File: src/hw/rtl/pmd_pkg.sv
`timescale 1ns / 1ps

package pmd_pkg;

    localparam int unsigned SUM_W  = 16;
    localparam int unsigned WIDE_W = 22;

    localparam logic OP_BYTE   = 1'b0;
    localparam logic OP_REPORT = 1'b1;

    localparam logic [7:0] HDR_MASK  = 8'hC8;
    localparam logic [7:0] HDR_VALUE = 8'h08;
    localparam int unsigned X_SIGN_BIT = 4;
    localparam int unsigned Y_SIGN_BIT = 5;

    localparam logic [7:0] CFG_SPEED    = 8'd0;
    localparam logic [7:0] CFG_DEADZONE = 8'd1;
    localparam logic [7:0] CFG_DZ_EN    = 8'd2;
    localparam logic [7:0] CFG_TIMEOUT  = 8'd3;

    localparam logic [3:0] SPEED_RESET    = 4'd3;
    localparam logic [3:0] DEADZONE_RESET = 4'd1;
    localparam logic       DZ_EN_RESET    = 1'b0;
    localparam logic [7:0] TIMEOUT_RESET  = 8'd30;

    localparam logic signed [WIDE_W-1:0] SAT_MAX = WIDE_W'(32767);
    localparam logic signed [WIDE_W-1:0] SAT_MIN = -WIDE_W'(32768);

    typedef struct packed {
        logic [3:0] speed_multiplier;
        logic [3:0] deadzone;
        logic       deadzone_enable;
        logic [7:0] idle_timeout_ms;
    } cfg_t;

    typedef struct packed {
        logic        operation;
        logic [7:0]  rx_byte;
        logic        frame_error;
        logic [31:0] now_ms;
    } item_t;

    function automatic logic signed [SUM_W-1:0] sat16(input logic signed [WIDE_W-1:0] v);
        logic signed [SUM_W-1:0] r;
        if (v > SAT_MAX) begin
            r = SAT_MAX[SUM_W-1:0];
        end else if (v < SAT_MIN) begin
            r = SAT_MIN[SUM_W-1:0];
        end else begin
            r = v[SUM_W-1:0];
        end
        return r;
    endfunction

endpackage

File: src/hw/rtl/pmd_cfg.sv
`timescale 1ns / 1ps

module pmd_cfg (
    input  logic          aclk,
    input  logic          aresetn,
    input  logic          cfg_valid,
    output logic          cfg_ready,
    input  logic [7:0]    cfg_index,
    input  logic [7:0]    cfg_data,
    output pmd_pkg::cfg_t cfg
);

    pmd_pkg::cfg_t cfg_reg;
    pmd_pkg::cfg_t cfg_next;

    assign cfg_ready = 1'b1;
    assign cfg      = cfg_reg;

    always_comb begin
        cfg_next = cfg_reg;
        if (cfg_valid) begin
            unique case (cfg_index)
                pmd_pkg::CFG_SPEED:    cfg_next.speed_multiplier = cfg_data[3:0];
                pmd_pkg::CFG_DEADZONE: cfg_next.deadzone         = cfg_data[3:0];
                pmd_pkg::CFG_DZ_EN:    cfg_next.deadzone_enable  = cfg_data[0];
                pmd_pkg::CFG_TIMEOUT:  cfg_next.idle_timeout_ms  = cfg_data;
                default:               cfg_next = cfg_reg;
            endcase
        end
    end

    always_ff @(posedge aclk) begin
        if (!aresetn) begin
            cfg_reg.speed_multiplier <= pmd_pkg::SPEED_RESET;
            cfg_reg.deadzone         <= pmd_pkg::DEADZONE_RESET;
            cfg_reg.deadzone_enable  <= pmd_pkg::DZ_EN_RESET;
            cfg_reg.idle_timeout_ms  <= pmd_pkg::TIMEOUT_RESET;
        end else begin
            cfg_reg <= cfg_next;
        end
    end

endmodule

File: src/hw/rtl/pmd_track.sv
`timescale 1ns / 1ps

module pmd_track (
    input  logic                               aclk,
    input  logic                               aresetn,
    input  logic                               take,
    input  pmd_pkg::item_t                     item,
    input  pmd_pkg::cfg_t                      cfg,
    output logic signed [pmd_pkg::SUM_W-1:0]   sum_x,
    output logic signed [pmd_pkg::SUM_W-1:0]   sum_y,
    output logic [2:0]                         buttons
);

    logic [7:0]  header_reg, header_next;
    logic [7:0]  x_byte_reg, x_byte_next;
    logic [1:0]  held_reg, held_next;
    logic [31:0] last_good_reg, last_good_next;
    logic signed [pmd_pkg::SUM_W-1:0] sum_x_reg, sum_x_next;
    logic signed [pmd_pkg::SUM_W-1:0] sum_y_reg, sum_y_next;
    logic [2:0]  buttons_reg, buttons_next;

    logic [31:0] age;
    logic        stale;
    logic [1:0]  held_eff;
    logic signed [8:0] dx, dy;
    logic signed [pmd_pkg::WIDE_W-1:0] wide_x, wide_y;

    assign sum_x   = sum_x_reg;
    assign sum_y   = sum_y_reg;
    assign buttons = buttons_reg;

    assign age      = item.now_ms - last_good_reg;
    assign stale    = (held_reg != 2'd0) && (age > {24'd0, cfg.idle_timeout_ms});
    assign held_eff = stale ? 2'd0 : held_reg;

    assign dx     = $signed({header_reg[pmd_pkg::X_SIGN_BIT], x_byte_reg});
    assign dy     = $signed({header_reg[pmd_pkg::Y_SIGN_BIT], item.rx_byte});
    assign wide_x = pmd_pkg::WIDE_W'(sum_x_reg) + pmd_pkg::WIDE_W'(dx);
    assign wide_y = pmd_pkg::WIDE_W'(sum_y_reg) + pmd_pkg::WIDE_W'(dy);

    always_comb begin
        header_next    = header_reg;
        x_byte_next    = x_byte_reg;
        held_next      = held_reg;
        last_good_next = last_good_reg;
        sum_x_next     = sum_x_reg;
        sum_y_next     = sum_y_reg;
        buttons_next   = buttons_reg;
        if (take) begin
            if (item.operation == pmd_pkg::OP_REPORT) begin
                sum_x_next = '0;
                sum_y_next = '0;
            end else if (item.frame_error) begin
                held_next = 2'd0;
            end else begin
                last_good_next = item.now_ms;
                held_next      = held_eff;
                unique case (held_eff)
                    2'd0: begin
                        if ((item.rx_byte & pmd_pkg::HDR_MASK) == pmd_pkg::HDR_VALUE) begin
                            header_next = item.rx_byte;
                            held_next   = 2'd1;
                        end
                    end
                    2'd1: begin
                        x_byte_next = item.rx_byte;
                        held_next   = 2'd2;
                    end
                    default: begin
                        sum_x_next   = pmd_pkg::sat16(wide_x);
                        sum_y_next   = pmd_pkg::sat16(wide_y);
                        buttons_next = header_reg[2:0];
                        held_next    = 2'd0;
                    end
                endcase
            end
        end
    end

    always_ff @(posedge aclk) begin
        header_reg <= header_next;
        x_byte_reg <= x_byte_next;
        if (!aresetn) begin
            held_reg      <= 2'd0;
            last_good_reg <= '0;
            sum_x_reg     <= '0;
            sum_y_reg     <= '0;
            buttons_reg   <= '0;
        end else begin
            held_reg      <= held_next;
            last_good_reg <= last_good_next;
            sum_x_reg     <= sum_x_next;
            sum_y_reg     <= sum_y_next;
            buttons_reg   <= buttons_next;
        end
    end

    a_sums_clear: assert property (@(posedge aclk) disable iff (!aresetn)
        take && (item.operation == pmd_pkg::OP_REPORT) |=> (sum_x_reg == '0) && (sum_y_reg == '0))
        else $error("sums not cleared after report");

    a_held_range: assert property (@(posedge aclk) disable iff (!aresetn)
        take && (item.operation == pmd_pkg::OP_BYTE) && item.frame_error |=> held_reg == 2'd0)
        else $error("partial packet kept after bad frame");

    a_held_max: assert property (@(posedge aclk) disable iff (!aresetn)
        held_reg != 2'd3)
        else $error("partial packet holds too many bytes");

endmodule

File: src/hw/rtl/pmd_report.sv
`timescale 1ns / 1ps

module pmd_report (
    input  logic                               aclk,
    input  logic                               aresetn,
    input  logic                               load,
    input  logic signed [pmd_pkg::SUM_W-1:0]   sum_x,
    input  logic signed [pmd_pkg::SUM_W-1:0]   sum_y,
    input  logic [2:0]                         buttons,
    input  pmd_pkg::cfg_t                      cfg,
    output logic                               out_free,
    output logic                               m_valid,
    input  logic                               m_ready,
    output logic signed [15:0]                 m_delta_x,
    output logic signed [15:0]                 m_delta_y,
    output logic [2:0]                         m_buttons
);

    logic signed [pmd_pkg::SUM_W-1:0] dz_pos, dz_neg, x_dz, y_dz;
    logic signed [pmd_pkg::WIDE_W-1:0] mult_w, prod_x, prod_y;
    logic signed [15:0] dx_reg, dx_next, dy_reg, dy_next;
    logic [2:0] btn_reg, btn_next;
    logic valid_reg, valid_next;

    assign dz_pos = $signed({12'd0, cfg.deadzone});
    assign dz_neg = -dz_pos;
    assign x_dz = (cfg.deadzone_enable && sum_x <= dz_pos && sum_x >= dz_neg) ? '0 : sum_x;
    assign y_dz = (cfg.deadzone_enable && sum_y <= dz_pos && sum_y >= dz_neg) ? '0 : sum_y;

    assign mult_w = $signed({{(pmd_pkg::WIDE_W-4){1'b0}}, cfg.speed_multiplier});
    assign prod_x = pmd_pkg::WIDE_W'(x_dz) * mult_w;
    assign prod_y = -(pmd_pkg::WIDE_W'(y_dz) * mult_w);

    assign out_free  = !valid_reg || m_ready;
    assign m_valid   = valid_reg;
    assign m_delta_x = dx_reg;
    assign m_delta_y = dy_reg;
    assign m_buttons = btn_reg;

    always_comb begin
        dx_next    = dx_reg;
        dy_next    = dy_reg;
        btn_next   = btn_reg;
        valid_next = valid_reg;
        if (load) begin
            dx_next    = pmd_pkg::sat16(prod_x);
            dy_next    = pmd_pkg::sat16(prod_y);
            btn_next   = buttons;
            valid_next = 1'b1;
        end else if (m_ready) begin
            valid_next = 1'b0;
        end
    end

    always_ff @(posedge aclk) begin
        dx_reg  <= dx_next;
        dy_reg  <= dy_next;
        btn_reg <= btn_next;
        if (!aresetn) begin
            valid_reg <= 1'b0;
        end else begin
            valid_reg <= valid_next;
        end
    end

endmodule

File: src/hw/rtl/ps2_mouse_packet_decoder.sv
`timescale 1ns / 1ps

// channel   direction  ports
// s_        in         s_valid s_ready s_operation s_rx_byte s_frame_error s_now_ms
// m_        out        m_valid m_ready m_delta_x m_delta_y m_buttons
// cfg_      in         cfg_valid cfg_ready cfg_index cfg_data
//
// One item per cycle while no report waits; a report reaches m_ through the input register, then the result register.
// Items pass through one input register; packet state updates as each item leaves it.
// A report waits in the input register only while the result register holds an
// item that m_ready has not taken; byte items never wait.
// aresetn is synchronous: registers with a reset value return to it, sums clear.

module ps2_mouse_packet_decoder (
    input  logic               aclk,
    input  logic               aresetn,
    input  logic               s_valid,
    output logic               s_ready,
    input  logic               s_operation,
    input  logic [7:0]         s_rx_byte,
    input  logic               s_frame_error,
    input  logic [31:0]        s_now_ms,
    output logic               m_valid,
    input  logic               m_ready,
    output logic signed [15:0] m_delta_x,
    output logic signed [15:0] m_delta_y,
    output logic [2:0]         m_buttons,
    input  logic               cfg_valid,
    output logic               cfg_ready,
    input  logic [7:0]         cfg_index,
    input  logic [7:0]         cfg_data
);

    pmd_pkg::cfg_t  cfg;
    pmd_pkg::item_t item_reg, item_next;
    logic           in_valid_reg, in_valid_next;
    logic           advance, is_report, out_free;
    logic signed [pmd_pkg::SUM_W-1:0] sum_x, sum_y;
    logic [2:0]     buttons;

    assign is_report = item_reg.operation == pmd_pkg::OP_REPORT;
    assign advance   = in_valid_reg && (!is_report || out_free);
    assign s_ready   = !in_valid_reg || advance;

    always_comb begin
        item_next     = item_reg;
        in_valid_next = in_valid_reg;
        if (s_valid && s_ready) begin
            item_next.operation   = s_operation;
            item_next.rx_byte     = s_rx_byte;
            item_next.frame_error = s_frame_error;
            item_next.now_ms      = s_now_ms;
            in_valid_next         = 1'b1;
        end else if (advance) begin
            in_valid_next = 1'b0;
        end
    end

    always_ff @(posedge aclk) begin
        item_reg <= item_next;
        if (!aresetn) begin
            in_valid_reg <= 1'b0;
        end else begin
            in_valid_reg <= in_valid_next;
        end
    end

    pmd_cfg u_cfg (
        .aclk      (aclk),
        .aresetn   (aresetn),
        .cfg_valid (cfg_valid),
        .cfg_ready (cfg_ready),
        .cfg_index (cfg_index),
        .cfg_data  (cfg_data),
        .cfg       (cfg)
    );

    pmd_track u_track (
        .aclk    (aclk),
        .aresetn (aresetn),
        .take    (advance),
        .item    (item_reg),
        .cfg     (cfg),
        .sum_x   (sum_x),
        .sum_y   (sum_y),
        .buttons (buttons)
    );

    pmd_report u_report (
        .aclk      (aclk),
        .aresetn   (aresetn),
        .load      (advance && is_report),
        .sum_x     (sum_x),
        .sum_y     (sum_y),
        .buttons   (buttons),
        .cfg       (cfg),
        .out_free  (out_free),
        .m_valid   (m_valid),
        .m_ready   (m_ready),
        .m_delta_x (m_delta_x),
        .m_delta_y (m_delta_y),
        .m_buttons (m_buttons)
    );

    a_stall_cause: assert property (@(posedge aclk) disable iff (!aresetn)
        in_valid_reg && !advance |-> m_valid && !m_ready && is_report)
        else $error("input stage held without a blocked result");

    a_result_source: assert property (@(posedge aclk) disable iff (!aresetn)
        $rose(m_valid) |-> $past(advance && is_report))
        else $error("result raised without a report");

    a_report_out: assert property (@(posedge aclk) disable iff (!aresetn)
        advance && is_report |=> m_valid)
        else $error("report did not reach the result register");

endmodule

File: config.mk
export PLATFORM = sky130hd
export DESIGN_NAME = ps2_mouse_packet_decoder
export DESIGN_NICKNAME = d
export VERILOG_FILES = /design/src/hw/rtl/pmd_pkg.sv /design/src/hw/rtl/pmd_cfg.sv /design/src/hw/rtl/pmd_track.sv /design/src/hw/rtl/pmd_report.sv /design/src/hw/rtl/ps2_mouse_packet_decoder.sv
export SDC_FILE = /design/constraint.sdc
export NUM_CORES = 1
export LEC_CHECK = 0
export BUFFER_PORTS_ARGS = -buffer_cell sky130_fd_sc_hd__buf_2
export CAP_MARGIN = 20
export CELL_PAD_IN_SITES_DETAIL_PLACEMENT = 1
export CELL_PAD_IN_SITES_GLOBAL_PLACEMENT = 1
export CORE_MARGIN = 2
export CORE_UTILIZATION = 52
export DETAILED_ROUTE_END_ITERATION = 8
export PLACE_DENSITY = 0.92
export SYNTH_ARGS = -nofsm -noshare
export SYNTH_HDL_FRONTEND = slang
export SYNTH_SLANG_ARGS = --single-unit
export TNS_END_PERCENT = 30
File: constraint.sdc
create_clock -name aclk -period 20.8 [get_ports aclk]
set_input_delay 2.08 -clock aclk [delete_from_list [all_inputs] [get_ports aclk]]
set_output_delay 2.08 -clock aclk [all_outputs]
set_load 0.005 [all_outputs]
* Word level (Yosys, flattened, before mapping)
Cells that the tools add are included.
** Operators by class
- Add/subtract/negate cells :: 5
- Multiply operators :: 2
- Order comparisons :: 13
- Reduce and logical (&&, ||, !) cells :: 30
- Bitwise logic cells :: 3
- Div/mod/pow operators :: 0
- Equality and inequality tests :: 7
- Shift operators :: 0
- Muxes and demuxes :: 22
** Operators by type and width (count)
- $mux W16 :: 14
- $gt A22 B16 Y1 const B :: 4
- $lt A22 B16 Y1 const B :: 4
- $mul A16 B5 Y21 :: 2
- $add A16 B9 Y17 :: 2
- $ge A16 B16 Y1 :: 2
- $gt A32 B8 Y1 :: 1
- $le A16 B5 Y1 :: 2
- $sub A32 B32 Y32 :: 1
- $neg A22 Y22 :: 1
- $eq A8 B2 Y1 const B :: 2
- $neg A4 Y16 :: 1
- $reduce_and A2 Y1 :: 5
- $eq A8 B1 Y1 const B :: 1
- $logic_and A1 B1 Y1 :: 8
- $logic_not A8 Y1 :: 1
- $reduce_and A4 Y1 :: 2
- $mux W2 :: 3
- $reduce_and A3 Y1 :: 2
- $reduce_bool A2 Y1 :: 3
- $reduce_and A5 Y1 :: 1
- $mux W1 :: 4
- $ne A2 B1 Y1 const B :: 2
- $pmux W2 S2 :: 1
- other kinds (7) :: 13
** Storage, ports and cells
- Bits of input ports :: 63
- Bits in latches :: 0
- RAM bits :: 0
- Memories kept :: 0
- Logic and storage cells :: 102
- Bits in registers :: 179
- Bits in read-only memories :: 0

* Logic depth before layout (Yosys ltp)
Gate-level depths: netlist of the first run.
- Depth in word-level cells :: 9
- Mapped depth :: 31

* Modules after synthesis
Synthesis of the first run repeated with hierarchy kept, for this count alone.
** Unflattened totals
- Cells, all modules :: 2110
- Area, all modules :: 17755.8 um^2
** By module, submodules not included
- pmd_report :: times used 1, area an instance 7887.6 um^2, cells an instance 933
- pmd_track :: times used 1, area an instance 7743.7 um^2, cells an instance 1051
- ps2_mouse_packet_decoder :: times used 1, area an instance 1343.8 um^2, cells an instance 50
- pmd_cfg :: times used 1, area an instance 780.7 um^2, cells an instance 76

* Least setup slack after synthesis of the first run
No wires, ideal clock.
- Path kind :: register to register
- Start point :: register u_cfg.cfg_reg, in the netlist u_cfg.cfg[11]
- End point :: register u_report.dy_reg[10], in the netlist u_report.m_delta_y[10], data pin
- Setup time :: 262 ps
- Arrival :: 7049 ps
- Buffers on the path :: 4
- Setup slack :: 13489 ps
- Cell stages (with the launch flop) :: 30
- Cells stage by stage :: dfxtp_1 clkbuf_2 nor4_1 ha_1 a211o_1 a21oi_1 o21ai_0 nand2b_1 a32o_2 clkbuf_1 and3_1 ha_1 fa_1 inv_1 fa_1 inv_1 ha_1 clkbuf_2 o211ai_1 o211a_1 or2_1 o211a_1 o21ai_1 nor3_1 and4bb_1 or4b_1 a41o_1 nor2_2 buf_6 o21ai_0
** On the way
- Longest elaborated chain between the ends :: 8
- Elaborated cells between the ends (all ways) :: 11
** Ends and longest elaborated chain
- start: declaration :: RTL line pmd_cfg.sv:13 : pmd_pkg::cfg_t cfg_reg;
- start signal: assignment :: RTL line pmd_cfg.sv:39 : cfg_reg <= cfg_next;
- $neg A4 Y16 or $le A16 B5 Y1 (tied branches) :: RTL line pmd_report.sv:26, pmd_report.sv:28
- $ge A16 B16 Y1 or $logic_and A1 B1 Y1 (tied branches) :: RTL line pmd_report.sv:28 : assign y_dz = (cfg.deadzone_enable && sum_y <= dz_pos && sum_y >= dz_neg) ? '0 : sum_y;
- $logic_and A1 B1 Y1 * :: RTL line pmd_report.sv:28
- $mux W16 * :: RTL line pmd_report.sv:28
- $mul A16 B5 Y21 * :: RTL line pmd_report.sv:32 : assign prod_y = -(pmd_pkg::WIDE_W'(y_dz) * mult_w);
- $neg A22 Y22 * :: RTL line pmd_report.sv:32
- $lt A22 B16 Y1 :: RTL line pmd_pkg.sv:47 : end else if (v < SAT_MIN) begin
- $mux W16 :: RTL line pmd_pkg.sv:47
- end signal: assignment :: RTL line pmd_report.sv:57 : dy_reg <= dy_next;
- end: declaration :: RTL line pmd_report.sv:21 : logic signed [15:0] dx_reg, dx_next, dy_reg, dy_next;
Every way passes the cells marked *; elsewhere a longest branch is shown, timed or not.
A chain may end at the register's enable or synchronous reset.

* Worst setup path after layout of the first run
- Start point :: register u_cfg.cfg_reg, in the netlist u_cfg.cfg[9]
- End point :: register u_report.dy_reg[10], in the netlist u_report.m_delta_y[10], data pin
The elaborated chain is that of the path after synthesis.

==> results by group, run 1 <==
Worst setup path
  • Length in cells of the worst reg-to-reg path: 27
  • CP Launch Point: u_cfg.cfg[9]
  • Crit path depth: 27
  • Worst R2R End: u_report.m_delta_y[10]
  • CP max-delay cell: a32o_2
  • Crit path DAT: slightly above 9 ns
  • Worst-path maximum fanout: 53
  • Crit. End Element: flop
  • Most used cell, CP: ha_1
  • End point of the critical path: u_report.m_delta_y[10]
  • Crit Path Class: flop to flop
  • Crit-path max cell delay: 0.73 ns
  • WP buf/inv: 3
  • Critical path launch point type: flop
  • Critical Path RT: 20.97 ns
  • Worst R2R Setup Slack: around 12 ns
  • Delay-heaviest family, CP: compound AO/OA/AOI/OAI gates
  • RR Startpoint: u_cfg.cfg[9]

Placement
  • Port Buffers: 99
  • DP Wirelength: 37,700 µm
  • Routability cong.: 0.907
  • Placed cell areas: 17,700 µm²

Yosys
  • Synth Flop Type: edfxtp_1
  • Net Count, Synth: ~2,300
  • Async set-reset flop share out of synthesis: 0%
  • Dominant cell type by area after synthesis: edfxtp_1
  • Mapped Area: roughly 17,000 µm²
  • Top cell type's share of synthesized area: 16.0%
  • Post-synth EDFFs: 90
  • Commonest cells post-synth: inv_1, ha_1, nand2_1
  • Seq cells post-synth: roughly 180
  • Simple-gate area share of the yosys netlist: 20.3%
  • Sequential-to-total area share from yosys stat: 26.5%
  • Syn. warnings: 0
  • Largest cells by area after synthesis: edfxtp_1, ha_1, dfxtp_1, fa_1, inv_1
  • Xor and xnor fraction of the mapped netlist area: 4.25%
  • Netlist cell types: 100
  • Synth Area in Adders: 22.0%
  • Count leader, synth: inv_1
  • Avg Cell Area, Syn: approximately 8.6 µm²
  • Mapped Cells: 1,961
  • Largest family of logic cells by synthesized area: adder cells
  • Mux contribution to synthesized area: 1.43%
  • Compound-Gate Fraction of Synth Area: a little under a fifth

Clock tree
  • Post-CTS sizing: 0
  • Clk sinks: 178
  • Worst-case clock buffer depth: 2
  • H-tree levels: 4
  • CTS clk-pin slew, worst paths: 0.08 ns
  • Worst-skew pair later-pin latency: around 0.47 ns
  • Clock Tree Root: clkbuf_16
  • TritonCTS clock tree: done
  • Post-CTS setup buffer count: 0
  • Hold buffer count at CTS: 0
  • Num CTS Buffers: 17

GRT
  • GR Layer Usage met1: a little over a third
  • Gr busiest metal: met2
  • Largest net degree at the start of global routing: between 50 and 60
  • Met2 usage: 55.5%
  • Total congestion overflow: 0
  • Number of global-route vias before repair: ~16,000
  • First-pass GRT wire length: 82,400 µm
  • GRT Util Overall: 30.3%
  • Antenna violations before repair: 0
  • GRT met3 Usage: 4.54%

Status
  • Status: completed

Routing
  • First-pass DRT Iterations: 5
  • Routed wire per std cell: ~21 µm
  • 1st-iter DRT viols: 842
  • Remaining antenna violation count: 0
  • Via Count: 15,200
  • Final WL: about 50,000 µm
  • Via-per-instance ratio: 6.23
  • Number of remaining DRC errors: 0

Timing
  • Setup TNS: 0 ns
  • F_max: 0.110 GHz
  • Max transition margin: between 20% and 30%
  • Layout Skew: approximately 0.011 ns
  • Final setup fails: 0
  • Worst Max-Slew Pin Slew: 1.08 ns
  • RSZ-0062 raised after global routing: no
  • Final hold vios: 0
  • Fin crit share: between 40 and 50%
  • Slew Viols, Final: 0
  • Crit path time final: 9.06 ns

Worst hold path
  • Hold WC Path Type: flop to flop

Floorplan
  • Row Count: 65
  • Die footprint: 33,900 µm²
  • Initial Util: 53.2%
  • Ports: between 100 and 150
  • Die Y: around 180 µm
  • Core box area: 31,700 µm²
  • Die Width: ~180 µm

Cells and area
  • Area growth from synthesis to layout: 8.41%
  • # diodes: 0
  • Fill cell count: between 3,000 and 4,000
  • Final nets: 2,336
  • Largest register FFs: 41
  • Fin area: 18,300 µm²
  • Layout cells sized above 1: 9.95%

Pwr
  • Pleak: 0.00870 µW
  • Worst ir drop on vdd: between 0.06 and 0.07 mV
  • Pwr per Cell Area: 44.7 nW/µm²

Job
  • Max cap viols: 0
## power breakdown
part           leakage, µW  internal, µW  switching, µW
logic              0.00684          35.2           59.5
clock network     0.000297           173            167
registers          0.00156           376           5.63
## cell usage in the layout (no fill, tap or decap), types with 11 or more instances in the layout
cell type / synthesis / routed
o211ai_1: 19 / 19
nand2b_1: 14 / 14
a31oi_1: 12 / 11
nand4_1: 55 / 55
clkbuf_16: 0 / 17
inv_1: 223 / 223
nand3_1: 33 / 33
ha_1: 187 / 187
o21a_1: 26 / 26
o21ai_2: 12 / 13
nor2b_1: 20 / 20
edfxtp_1: 90 / 90
nor4_1: 11 / 11
o21ai_0: 94 / 93
xnor2_1: 47 / 47
fa_1: 69 / 69
mux2i_1: 23 / 23
a21o_1: 41 / 41
and3_1: 114 / 114
o31ai_1: 16 / 16
nor3_1: 25 / 25
xor2_1: 29 / 29
buf_2: 11 / 99
and2_1: 15 / 15
nor2_1: 124 / 123
or3_1: 12 / 12
nand2_1: 166 / 166
a21oi_1: 135 / 135
dfxtp_1: 88 / 88
a211oi_1: 21 / 21
or2_2: 11 / 11
## final cells by class
| class | instances | area (µm²) | share of cell area [%] |
|---|---|---|---|
| timing repair buffer | 111 | 608 | 3.32 |
| sequential | 178 | 4460 | 24.4 |
| clock inverter | 15 | 184 | 1.01 |
| inverter | 223 | 837 | 4.57 |
| multi-input combinational | 1486 | 11300 | 61.6 |
| tap | 402 | 503 | 2.75 |
| clock buffer | 17 | 425 | 2.33 |
## per-stage QoR
step / setup WS (ns) / hold WS, ns / util, % / std cells / power, µW
after floorplan: 13.49 / 0.408 / - / 1961 / 450
after global placement: 12.39 / 0.422 / 55.6 / 2398 / 476
after detailed placement: 11.96 / 0.426 / 55.7 / 2399 / 481
after CTS: 11.91 / 0.447 / 57.6 / 2431 / 820
after global routing: 11.07 / 0.459 / 57.7 / 2432 / 844
final: 11.74 / 0.445 / 57.7 / 2432 / 817
## per-layer routing
metal | part of all wire, % | vias up
met3 | 3.9 | 135
met1 | 41 | 7486
met2 | 51 | 414
met5 | 0 | -
met4 | 3.6 | 0
li1 | - | 7117
## logic make-up (layout without fill, tap and decap cells)
family	after synthesis	count (layout)
AOI/OAI and AO/OA	477	477
xor gates and xnor gates	78	78
adders and majority gates	256	256
buffers and inverters	297	366
DFF	178	178
muxes	24	24
other	1	1
and+or+nand+nor	650	650
## how the worst min path moves through the flow
stage | endpoint | from | slack (ns) | cells after the start
global placement | u_report.m_buttons[0] | u_track.buttons[0] | 0.42 | 0
global route | u_report.m_buttons[0] | u_track.buttons[0] | 0.46 | 0
CTS | u_report.m_buttons[1] | u_track.buttons[1] | 0.45 | 0
floorplan | u_report.m_buttons[0] | u_track.buttons[0] | 0.41 | 0
detailed placement | u_report.m_buttons[1] | u_track.buttons[1] | 0.43 | 0
finish | u_report.m_buttons[1] | u_track.buttons[1] | 0.45 | 0
Note: power is estimated with default switching activity, not from simulation.
==> run 2: changes to the inputs <==
Settings changed: CORE_UTILIZATION 52 to 44, PLACE_DENSITY 0.92 to 0.83.
Clock period 20.8 ns to 7.9 ns, I/O delays scaled along.
==> results by group, run 2 (synthesis gave the netlist of run 1 again) <==
Routing
  • 1st-iter DRT viols: 702 (-17%)
  • Final WL: 50,200 µm (+0.15%)
  • Remaining antenna violation count: 0 (unchanged)
  • Via Count: 15,200 (+0.44%)
  • First-pass DRT Iterations: 5 (unchanged)
  • Number of remaining DRC errors: 0 (unchanged)
  • Routed wire per std cell: 19.4 µm (-5.7%)
  • Via-per-instance ratio: 5.89 (-5.5%)

Pwr
  • Pleak: 0.00893 µW (+2.6%)
  • Sequential group share of total power: 46.6% (about the same)
  • Gate power share: 11.3% (-0.3 points)
  • Switch Pwr: 584 µW (+150%)
  • Pwr per Cell Area: 113 nW/µm² (+150%)
  • Sw Ratio: 27.1% (-1.3 points)
  • Power Total: 2150 µW (+160%)
  • Int Pwr: 1570 µW (+170%)
  • Worst ir drop on vdd: 0.162 mV (+160%)
  • Clock power share: 42.1% (+0.4 points)

Timing
  • Final setup fails: 0 (unchanged)
  • Fin crit share: 99.2% (+56 points)
  • Max transition margin: 35.5% (+7.9 points)
  • Crit path time final: 7.83 ns (-1.22 ns)
  • F_max: 0.128 GHz (+16%)
  • Layout Skew: 0.00987 ns (-0.00126 ns)
  • Slew Viols, Final: 0 (unchanged)
  • Final hold vios: 0 (unchanged)
  • Worst Max-Slew Pin Slew: 0.967 ns (-0.109 ns)
  • Setup TNS: 0 ns (unchanged)

Worst setup path
  • Worst R2R Setup Slack: 0.07 ns (-11.68 ns)
  • Crit. End Element: flop
  • Worst-path maximum fanout: 12 (-77%)
  • CP max-delay cell: or4b_4
  • Crit Path Class: flop to flop
  • RR Startpoint: u_cfg.cfg[9]
  • Worst R2R End: u_report.m_delta_y[4]
  • Crit path DAT: 8.09 ns (-1.14 ns)
  • Critical path launch point type: flop
  • Crit-path max cell delay: 0.58 ns (-0.15 ns)
  • Delay-heaviest family, CP: simple AND/OR/NAND/NOR gates
  • Critical Path RT: 8.16 ns (-12.81 ns)
  • WP buf/inv: 5 (+2)
  • Length in cells of the worst reg-to-reg path: 28 (+3.7%)

Clock tree
  • Worst-case clock buffer depth: 2 (unchanged)
  • Clock Tree Root: clkbuf_16
  • TritonCTS clock tree: done
  • Worst-skew pair later-pin latency: 0.46 ns (about the same)
  • Hold buffer count at CTS: 0 (unchanged)
  • CTS clk-pin slew, worst paths: 0.07 ns (about the same)
  • Clk sinks: 178 (unchanged)
  • H-tree levels: 4 (unchanged)
  • Num CTS Buffers: 17 (unchanged)

Floorplan
  • Core box area: 37,800 µm² (+19%)
  • Die footprint: 39,900 µm² (+18%)
  • Row Count: 71 (+9.2%)
  • Die Y: 200 µm (+8.5%)
  • Ports: 101 (unchanged)
  • Die Width: 200 µm (+8.5%)
  • Initial Util: 44.7% (-8.5 points)

Cells and area
  • Register area: 4470 µm² (+0.11%)
  • Most common cell after layout, fill and taps aside: inv_1
  • Layout cells sized above 1: 13.4% (+3.5 points)
  • Fill cell count: 4,473 (+19%)
  • Fin area: 19,100 µm² (+4.2%)
  • # diodes: 0 (unchanged)
  • Final nets: 2,379 (+1.8%)
  • Area growth from synthesis to layout: 12.9%
  • Commonest non-fill, non-tap cells in the layout: inv_1, ha_1, nand2_1, a21oi_1, nor2_1
  • Area of the multi-input gates: 11,600 µm² (+3.3%)
  • Largest register FFs: 41 (unchanged)

GRT
  • Total congestion overflow: 0 (unchanged)
  • Largest net degree at the start of global routing: 50 (-7.4%)
  • Number of global-route vias before repair: 16,000 (-2.8%)
  • GRT Util Overall: 25.1% (-5.2 points)
  • First-pass GRT wire length: 80,200 µm (-2.7%)
  • Antenna violations before repair: 0 (unchanged)

Status
  • Status: completed

Placement
  • Placed cell areas: 18,000 µm² (+2.0%)
  • DP Wirelength: 37,100 µm (-1.5%)
  • Routability cong.: 0.890 (-1.9%)
  • Port Buffers: 99 (unchanged)

Worst hold path
  • Hold WC Path Type: flop to flop
  • Hold Path Stages: 2 (+2)
  • Hold wc startpoint: u_track.last_good_reg[9]
  • Hold worst-path end: u_track.last_good_reg[9]

Job
  • Max cap viols: 0 (unchanged)
-- run 2: worst max path at each step --
stage | startpoint | end | cells past startpoint
final | u_cfg.cfg[9] | u_report.m_delta_y[4] | 28
after detailed placement | u_cfg.cfg[10] | u_report.m_delta_y[9] | 27
after floorplan | u_cfg.cfg[11] | u_report.m_delta_y[10] | 29
after CTS | u_cfg.cfg[10] | u_report.m_delta_y[4] | 26
after global placement | u_cfg.cfg[10] | u_report.m_delta_y[13] | 27
after global routing | u_cfg.cfg[9] | u_report.m_delta_y[4] | 27
-- run 2: tightest hold or removal path: stages, from the launching register on --
cell and delay [ns]:
dfxtp_1 0.31, nand2_1 0.05, a21oi_1 0.05
-- run 2: cell type report --
type | instances | share of cell area, %
Clock buffer | 19 | 2.32
Clock inverter | 13 | 0.893
Inverter | 223 | 4.39
Multi-Input combinational cell | 1493 | 61.1
Sequential cell | 178 | 23.5
Tap cell | 511 | 3.36
Timing Repair Buffer | 147 | 4.49
-- run 2: metrics by stage --
stage                     utilization (%)  setup WS, ns  hold WS [ns]  std cells
after global routing                 50.5        -0.265         0.478       2584
after global placement               47.7        0.0504         0.442       2536
after detailed placement             47.7        -0.451         0.451       2536
after CTS                            49.4        0.0221         0.462       2568
final                                50.5        0.0670         0.460       2584
after floorplan                         -         0.589         0.408       1961
-- run 2: metal layers --
metal / GRT usage [%] / routed length [µm]
met5: 0 / 0
met4: 7.68 / 1390
met3: 3.19 / 1850
met2: 45.8 / 25400
met1: 30.7 / 21600
-- run 2: power by group through the flow --
stage | Combinational [µW] | Sequential, µW | Clock [µW]
2_1_floorplan | 165 | 1020 | 0
3_3_place_gp | 230 | 1020 | 0
3_5_place_dp | 237 | 1030 | 0
4_1_cts | 242 | 1000 | 923
5_1_grt | 270 | 1010 | 953
6_report | 244 | 1000 | 906
-- run 2: what timing repair did --
item,in CTS,in global routing
endpoints found under the setup margin,29,32
cloned,0,7
pin swaps,0,16
hold endpoints to repair,0,0
resized for setup,7,50
setup buffers,0,9
==> run 3: changes to the inputs <==
Settings changed: CORE_MARGIN 2 to unset.
==> results by group, run 3 (synthesis gave the netlist of run 1 again) <==
Timing
  • Setup TNS: 0 ns (unchanged)
  • F_max: 0.131 GHz (+2.6%)
  • Worst Hold Slack: 0.456 ns (-0.00454 ns)
  • Crit path time final: 7.63 ns (-0.200 ns)
  • Final setup fails: 0 (unchanged)
  • Fin crit share: 96.6% (-2.5 points)
  • Slew Viols, Final: 0 (unchanged)
  • Layout Skew: 0.0104 ns (+0.000513 ns)
  • Max transition margin: 38.4% (+2.9 points)
  • Final hold vios: 0 (unchanged)
  • Worst Max-Slew Pin Slew: 0.922 ns (-0.0452 ns)

Worst setup path
  • Crit path depth: 28 (unchanged)
  • Delay-heaviest family, CP: simple AND/OR/NAND/NOR gates
  • Crit Path Class: flop to flop
  • Crit-path max cell delay: 0.62 ns (+0.04 ns)
  • Length in cells of the worst reg-to-reg path: 28 (unchanged)
  • RR Startpoint: u_cfg.cfg[10]
  • Worst-path maximum fanout: 13 (+1)
  • Crit path DAT: 7.84 ns (-0.25 ns)
  • Critical Path RT: 8.11 ns (-0.05 ns)
  • CP max-delay cell: o311ai_1
  • WP buf/inv: 4 (-1)
  • Critical path launch point type: flop
  • Crit. End Element: flop
  • CP Launch Point: u_cfg.cfg[10]

Clock tree
  • Worst-skew pair later-pin latency: 0.47 ns (about the same)
  • H-tree levels: 4 (unchanged)
  • Hold buffer count at CTS: 0 (unchanged)
  • Worst-case clock buffer depth: 2 (unchanged)
  • TritonCTS clock tree: done
  • Clk sinks: 178 (unchanged)
  • Clock Tree Root: clkbuf_16
  • Num CTS Buffers: 17 (unchanged)
  • CTS clk-pin slew, worst paths: 0.07 ns (about the same)

Floorplan
  • Die footprint: 39,100 µm² (-2.0%)
  • Row Count: 71 (unchanged)
  • Die Y: 198 µm (-1.0%)
  • Initial Util: 44.8% (+0.11 points)
  • Ports: 101 (unchanged)
  • Core box area: 37,700 µm² (-0.24%)
  • Die Width: 198 µm (-1.0%)

Job
  • Max cap viols: 0 (unchanged)

GRT
  • Antenna violations before repair: 0 (unchanged)
  • GRT Util Overall: 25.2% (+0.16 points)
  • Largest net degree at the start of global routing: 50 (unchanged)
  • Total congestion overflow: 0 (unchanged)
  • Number of global-route vias before repair: 16,000 (+0.10%)
  • First-pass GRT wire length: 79,300 µm (-1.1%)

Status
  • Status: completed

Cells and area
  • Commonest non-fill, non-tap cells in the layout: inv_1, ha_1, nand2_1, a21oi_1, nor2_1
  • Largest register FFs: 41 (unchanged)
  • # diodes: 0 (unchanged)
  • Layout cells sized above 1: 12.9% (-0.55 points)
  • Fin area: 18,900 µm² (-0.83%)
  • Fill cell count: 4,504 (+0.69%)
  • Final nets: 2,366 (-0.55%)
  • Most common cell after layout, fill and taps aside: inv_1
  • Area growth from synthesis to layout: 12.0%

Routing
  • Final WL: 48,800 µm (-2.7%)
  • First-pass DRT Iterations: 5 (unchanged)
  • 1st-iter DRT viols: 510 (-27%)
  • Via Count: 15,000 (-1.2%)
  • Via-per-instance ratio: 5.85 (-0.72%)
  • Remaining antenna violation count: 0 (unchanged)
  • Number of remaining DRC errors: 0 (unchanged)
  • Routed wire per std cell: 19.0 µm (-2.3%)

Worst hold path
  • Hold wc startpoint: u_track.last_good_reg[5]
  • Hold WC Path Type: flop to flop
  • Hold Path Stages: 2 (unchanged)

Pwr
  • Worst ir drop on vdd: 0.163 mV (+0.23%)
  • Pwr per Cell Area: 114 nW/µm² (+1.3%)
  • Pleak: 0.00887 µW (-0.65%)

Placement
  • Port Buffers: 99 (unchanged)
  • Routability cong.: 0.899 (+1.0%)
  • DP Wirelength: 36,800 µm (-0.84%)
  • Placed cell areas: 17,900 µm² (-0.39%)
[run 3: cell types whose count changed in the layout (fill, tap and decap cells not counted), sizes merged]
cell,delta
inv,+1
buf,-9
a32o,-2
clkbuf,-1
a21boi,-1
nor2,-1
[run 3: final timing paths]
check / end / slack, ns
worst max-delay path: u_report.m_delta_y[14] / 0.27
worst min-delay path: u_track.last_good_reg[5] / 0.46
worst max register to register: u_report.m_delta_y[14] / 0.27
worst min register to register: u_track.last_good_reg[5] / 0.46
[run 3: routing by layer]
layer / track usage, % / vias up / part of all wire [%]
li1: - / 7195 / -
met1: 29.8 / 7447 / 44
met2: 46.3 / 287 / 51
met3: 2.69 / 105 / 2.6
met4: 10.3 / 0 / 2.9
met5: 0 / - / 0
[run 3: worst register-to-register path: cells and delay by family, from the launching register on]
kind / cells / cell delay, ns
AND/OR/NAND/NOR: 11 / 2.36
adder cells (fa/ha/maj): 6 / 2.21
AO/OA/AOI/OAI: 7 / 2.12
flip-flops: 1 / 0.39
buffers and inverters: 4 / 0.32
[run 3: cell type report]
type | instances | area [µm²] | share of cell area [%]
Inverter | 223 | 837 | 4.43
Timing Repair Buffer | 138 | 833 | 4.41
Sequential cell | 178 | 4470 | 23.6
Tap cell | 511 | 639 | 3.38
Clock inverter | 14 | 171 | 0.907
Clock buffer | 18 | 439 | 2.32
Multi-Input combinational cell | 1489 | 11500 | 60.9
[run 3: power by group]
part / switching (µW) / leakage (µW) / internal (µW) / total, µW
clock network: 428 / 0.000300 / 486 / 914
logic: 151 / 0.00701 / 92.3 / 244
registers: 14.0 / 0.00157 / 990 / 1000
[run 3: what timing repair did]
| action | CTS | global route |
|---|---|---|
| setup endpoints to repair | 27 | 31 |
| pin swaps | 3 | 11 |
| resized for setup | 15 | 31 |
| buffers inserted | 4 | 8 |
| cloned | 0 | 3 |
[run 3: stage by stage]
stage | utilization (%) | cells | setup slack [ns] | total power, µW
after floorplan | - | 1961 | 0.589 | 1190
after global placement | 47.6 | 2523 | 0.0371 | 1250
after detailed placement | 47.6 | 2524 | -0.474 | 1270
after CTS | 49.5 | 2560 | 0.00817 | 2170
after global routing | 50.2 | 2571 | -0.0248 | 2230
final | 50.2 | 2571 | 0.267 | 2160
